[config.mk]
export PLATFORM = sky130hd
export DESIGN_NAME = ssw_cell
export DESIGN_NICKNAME = d
export VERILOG_FILES = /design/src/hw/rtl/ssw_pkg.sv /design/src/hw/rtl/ssw_cell.sv
export SDC_FILE = /design/constraint.sdc
export NUM_CORES = 1
export LEC_CHECK = 0
export BUFFER_PORTS_ARGS = -buffer_cell sky130_fd_sc_hd__buf_2
export CORE_ASPECT_RATIO = 1.1
export CORE_UTILIZATION = 52
export CTS_CLUSTER_DIAMETER = 50
export DETAILED_ROUTE_END_ITERATION = 6
export GPL_TIMING_DRIVEN = 1
export PLACE_DENSITY = 0.82
export SETUP_SLACK_MARGIN = 0.4
export SLEW_MARGIN = 10
export SYNTH_ARGS = -nofsm -noshare
export SYNTH_HDL_FRONTEND = slang
export SYNTH_SLANG_ARGS = --single-unit
[constraint.sdc]
create_clock -name clk -period 13.45 [get_ports clk]
set_input_delay 2.69 -clock clk [delete_from_list [all_inputs] [get_ports clk]]
set_output_delay 2.69 -clock clk [all_outputs]
set_load 0.02 [all_outputs]
[src/hw/rtl/ssw_pkg.sv]
package ssw_pkg;

  localparam int DIMS        = 4;
  localparam int CAPACITY    = 32;
  localparam int ATTR_BITS   = 16;
  localparam int INPUT_ATTRS = 4;

  localparam int ID_W       = 31;
  localparam int DIST_W     = 16;
  localparam int FIELD_W    = 16;
  localparam int KW_W       = 32;
  localparam int MASK_W     = 4;
  localparam int STAT_W     = 2;
  localparam int REM_W      = 6;
  localparam int CFG_IDX_W  = 2;
  localparam int CFG_DATA_W = 32;

  localparam logic [CFG_IDX_W-1:0] REG_SUBSPACE = 2'd0;
  localparam logic [CFG_IDX_W-1:0] REG_KEYWORD  = 2'd1;
  localparam logic [CFG_IDX_W-1:0] REG_DIST     = 2'd2;

  localparam logic [STAT_W-1:0] STAT_INS  = 2'd0;
  localparam logic [STAT_W-1:0] STAT_DOM  = 2'd1;
  localparam logic [STAT_W-1:0] STAT_FILT = 2'd2;
  localparam logic [STAT_W-1:0] STAT_FULL = 2'd3;

  typedef logic [DIMS-1:0][ATTR_BITS-1:0] attr_vec_t;

  typedef struct packed {
    logic seen_free;
    logic seen_pend;
  } ssw_chain_t;

  typedef struct packed {
    attr_vec_t       attrs;
    logic [DIMS-1:0] mask;
    logic [ID_W-1:0] ident;
    logic            apply;
    logic            rd_load;
    logic            rd_step;
  } ssw_bcast_t;

  typedef struct packed {
    logic            dom_by;
    logic            kill;
    logic            pend;
    logic            sel;
    logic [ID_W-1:0] id_sel;
  } ssw_cell_st_t;

  // a dominates b: a <= b on every masked dimension and not equal on all of them
  function automatic logic dominates(attr_vec_t a, attr_vec_t b, logic [DIMS-1:0] mask);
    logic all_le;
    logic all_eq;
    all_le = 1'b1;
    all_eq = 1'b1;
    for (int d = 0; d < DIMS; d++) begin
      if (mask[d]) begin
        if (a[d] > b[d]) all_le = 1'b0;
        if (a[d] != b[d]) all_eq = 1'b0;
      end
    end
    return all_le && !all_eq;
  endfunction

endpackage

[src/hw/rtl/ssw_cell.sv]
module ssw_cell (
  input  logic                  clk,
  input  logic                  rst_n,
  input  ssw_pkg::ssw_bcast_t   bcast,
  input  ssw_pkg::ssw_chain_t   chain_in,
  output ssw_pkg::ssw_chain_t   chain_out,
  output ssw_pkg::ssw_cell_st_t st
);

  logic                     valid_r;
  logic                     pend_r;
  logic                     dom_by_r;
  logic                     kill_r;
  ssw_pkg::attr_vec_t       attrs_r;
  logic [ssw_pkg::ID_W-1:0] ident_r;

  logic free;
  logic first_free;
  logic sel;

  always_comb begin
    free                = !valid_r || kill_r;
    first_free          = free && !chain_in.seen_free;
    sel                 = pend_r && !chain_in.seen_pend;
    chain_out.seen_free = chain_in.seen_free || free;
    chain_out.seen_pend = chain_in.seen_pend || pend_r;
    st.dom_by           = dom_by_r;
    st.kill             = kill_r;
    st.pend             = pend_r;
    st.sel              = sel;
    st.id_sel           = sel ? ident_r : '0;
  end

  always_ff @(posedge clk) begin
    if (!rst_n) begin
      valid_r  <= 1'b0;
      pend_r   <= 1'b0;
      dom_by_r <= 1'b0;
      kill_r   <= 1'b0;
    end else begin
      dom_by_r <= valid_r && ssw_pkg::dominates(attrs_r, bcast.attrs, bcast.mask);
      kill_r   <= valid_r && ssw_pkg::dominates(bcast.attrs, attrs_r, bcast.mask);
      if (bcast.apply) begin
        if (first_free) begin
          valid_r <= 1'b1;
        end else if (kill_r) begin
          valid_r <= 1'b0;
        end
      end
      if (bcast.rd_load) begin
        pend_r <= valid_r;
      end else if (bcast.rd_step && sel) begin
        pend_r <= 1'b0;
      end
    end
  end

  always_ff @(posedge clk) begin
    if (bcast.apply && first_free) begin
      attrs_r <= bcast.attrs;
      ident_r <= bcast.ident;
    end
  end

endmodule

Word-level counts from Yosys, hierarchy flattened
Index checks and enable logic that the tools add are counted.
Widths: inputs -> output; s select.

storage, ports and cells
  register bits after elaboration = 99
  output and inout bits = 37
  word-level logic and storage cells = 85

cells by class
  $lt $le $gt $ge = 8
  equality and inequality tests = 8
  mux-type cells = 41
  reduce and logical (&&, ||, !) cells = 19

operators by type and width
  kind               number
  $gt 16x16->1       8
  $ne 16x16->1       8
  $mux 1             40
  $mux 31            1
  $logic_and 1x1->1  8
  $logic_not 1->1    5
  $reduce_bool 2->1  2
  $logic_or 1x1->1   3
  $reduce_and 2->1   1

Logic depth before layout (Yosys ltp)
  word-level depth = 13
  gate-level depth with buffers = 8
  mapped depth without buffers = 8

Least setup slack after synthesis
Ideal clock, no wire load.

  path type = input-to-reg
  start = input bcast[2] in the netlist's numbering
  end = register attrs_r[0] in the netlist's numbering (enable)
  library setup time = 0.694 ns
  arrival = 9.727 ns
  required time = 12.756 ns
  slack = 3.030 ns
  stages = 2
  path through = nor2b_1 -> a21boi_0

on the way
  longest elaborated chain between the ends = 1

ends and longest elaborated chain
  what                  RTL line        RTL
  from (decl)           ssw_cell.sv:4   input ssw_pkg::ssw_bcast_t bcast,
  $logic_and 1x1->1     ssw_cell.sv:59  if (bcast.apply && first_free) begin
  to (signal assigned)  ssw_cell.sv:60  attrs_r <= bcast.attrs;
  to (decl)             ssw_cell.sv:14  ssw_pkg::attr_vec_t attrs_r;

No other way between the ends.
A chain may end at the register's enable or synchronous reset.

==> impl_results.md <==
* Number of global-route vias before repair at 3,363
* Final ANT Viol Nets at 0
* Leak Pwr at 2.84 nW
* Area Growth Syn to Fin at 21.1%
* Drt initial violations at 135
* CTS tree: yes
* Crit path top cell by count: buf_2
* Number of distinct library cells after synthesis at 36
* Part of the power in the clock network at 0.307
* Worst-Margin Slew at 598 ps
* Critical path, cell by cell: buf_2 -> nor2b_1 -> buf_4 -> and2_1 -> buf_2
* H-tree levels at 3
* Post-synth ARST share at 0
* Yosys Warn Count at 0
* Hold buffers post-CTS at 0
* Drt drc at 0
* ANT cells at 0
* Peak Freq at 162 MHz
* Pins Over Slew Limit at 0
* Slew Limit Headroom at 0.601
* Die ar. at 0.00994 mm^2
* Switching share of power at 0.238
* Total grt overflow at 0
* TritonCTS buffer count at 9
* Crit-path max cell delay at 250 ps
* GP Congestion at 0.859
* # nets final at 708
* First-pass GRT wire length at 15,100 um
* Drt total wl at 9250 um
* Sw power at 0.148 mW
* Global-route usage over all layers at 0.198
* Area occupied by multi-input gates at 0.00173 mm^2
* Reg power frac at 0.574
* Comb pwr share at 0.119
* Worst Clk Skew at 11.3 ps
* PostCTS Resize Cnt at 0
* # rows at 37
* Final setup vio count at 0
* Post-CTS Setup Bufs at 0
* IO Count at 143
* Worst VDD drop at 0.0532 mV
* Via count at 3,362
* Post-synthesis sequential area ratio at 0.591
* Fill cell count at 725
* Clock Latency Late Sink at 360 ps
* Main synth FF type: edfxtp_1
* Vias per cell at 5.09
* Int Power at 0.474 mW
* DRT Pass-1 Iters at 4
* Max-Cap Viols at 0
* Worst Setup End Kind: output pin
* Worst EP required at 10,760 ps
* RSZ-0062 raised after global routing: no
* Mapped Cells at 389
* Crit Path Category: in2out
* Die W at 95.2 um
* Layout cells sized above 1 at 0.308
* Critical Path Slowest Stage Cell: buf_4
* Setup TNS at 0 ps
* Min-Delay Path Class: reg2reg
* Fin Hold WS at 589 ps
* Post-DP Area at 0.00581 mm^2
* Number of synthesized flops with an enable pin at 95
* Synthesized net count at 559
* Core area at 0.00931 mm^2
* Cell area after synthesis at 0.00496 mm^2
* Pwr Total at 0.622 mW
* Reg area at 0.00293 mm^2
* FF+latch count, synth at 99
* Crit path launch type: primary input
* Pin count of the biggest net entering global routing at 49
* Data arrival, critical path at 3490 ps
* Root Buffer: clkbuf_8
* Post-route cell area at 0.00601 mm^2
* Syn avg cell area at 12.8 um^2
* CP max FO at 32
* Clock transition at path regs at 90 ps
* Outcome: completed
* Fin crit share at 0.460
* Port Buffer Count at 142
* Initial Utilization at 0.533
* DR WL/cell at 14.0 um
* Initial antenna violation count at 0
* DP Wirelength at 7380 um
* Final hold vios at 0
* Post-layout min period at 6180 ps
* CTS sink cnt at 99
* Die span in y at 104 um
* Clock Tree Buf Depth at 2
* Cell area power density at 103 mW/mm^2
==> synthesized netlist by cell type, types with 3 or more instances <==
cell type  count  area (um^2)
o21ai_0        8         40.0
nor2b_1        8         50.1
inv_1         71          267
dfxtp_1        4         80.1
a211o_1        3         26.3
buf_4          4         30.0
ha_1          64          801
and2_1        32          200
clkbuf_1       3         11.3
nand4_1       14         87.6
o211ai_1       5         37.5
nand2_1       12         45.0
a211oi_1       3         22.5
nor2_1         8         30.0
a21o_1         6         45.0
edfxtp_1      95         2850
a21oi_1       24          120
==> placed cells by master, fill, tap and decap left out, drive strengths merged, types with 3 or more instances in the layout <==
cell and n:
ha 64, buf 145, nor2 8, nand4 14, and2 32, edfxtp 95
nand2 12, nor2b 8, o211ai 5, a211oi 3, o21ai 8, inv 73
a21oi 24, dfxtp 4, clkbuf 10, a211o 3, a21o 7
==> worst max-delay path, delay by kind of cell <==
family | cells | cell delay, ps
and+or+nand+nor | 2 | 280
buffers and inverters | 3 | 520
==> stage by stage <==
stage          setup slack (ps)   util  instances
6_report                   7270  0.646        660
5_1_grt                    7160  0.646        660
4_1_cts                    7260  0.646        660
3_5_place_dp               7260  0.625        644
3_3_place_gp               7340  0.625        644
2_1_floorplan              3030      -        389
==> cell families after synthesis <==
group	Yosys count	synth area share
fa+ha+maj	64	0.161
simple gates	84	0.0986
buf+inv	78	0.0620
compound gates	64	0.0872
flops	99	0.591
==> sequential cells by signal, indices dropped and copies added, names as in the netlist <==
signal and flops:
pend_r 1, kill_r 1, attrs_r 64, dom_by_r 1, valid_r 1, ident_r 31
==> area by class of cell <==
cell class	count	share of cell area
Timing Repair Buffer	145	0.122
Sequential cell	99	0.488
Clock buffer	10	0.0212
Multi-Input combinational cell	212	0.288
Inverter	71	0.0443
Tap cell	117	0.0243
Clock inverter	6	0.0119
==> worst paths after layout <==
check | from | end | slack [ps] | cells after the start
worst max-delay path | chain_in[0] | st[15] | 7270 | 5
worst min-delay path | kill_r$_SDFF_PN0_ | valid_r$_SDFFE_PN0P_ | 590 | 3
worst max register to register | attrs_r[11]$_DFFE_PP_ | kill_r$_SDFF_PN0_ | 11350 | 7
worst min register to register | kill_r$_SDFF_PN0_ | valid_r$_SDFFE_PN0P_ | 590 | 3
==> power groups by stage <==
stage          logic [mW]  registers (mW)  clock network (mW)
2_1_floorplan      0.0421           0.367                   0
3_3_place_gp       0.0696           0.364                   0
3_5_place_dp       0.0739           0.364                   0
4_1_cts            0.0744           0.357               0.196
5_1_grt            0.0849           0.359               0.208
6_report           0.0738           0.357               0.191
==> metal layers <==
layer,part of all wire,GRT usage,vias to the layer above
met5,0,0,-
met4,0.020,0.0747,0
met3,0.068,0.0468,15
met2,0.49,0.338,113
met1,0.42,0.240,1541
li1,-,-,1693
Note: power is estimated with default switching activity, not from simulation.
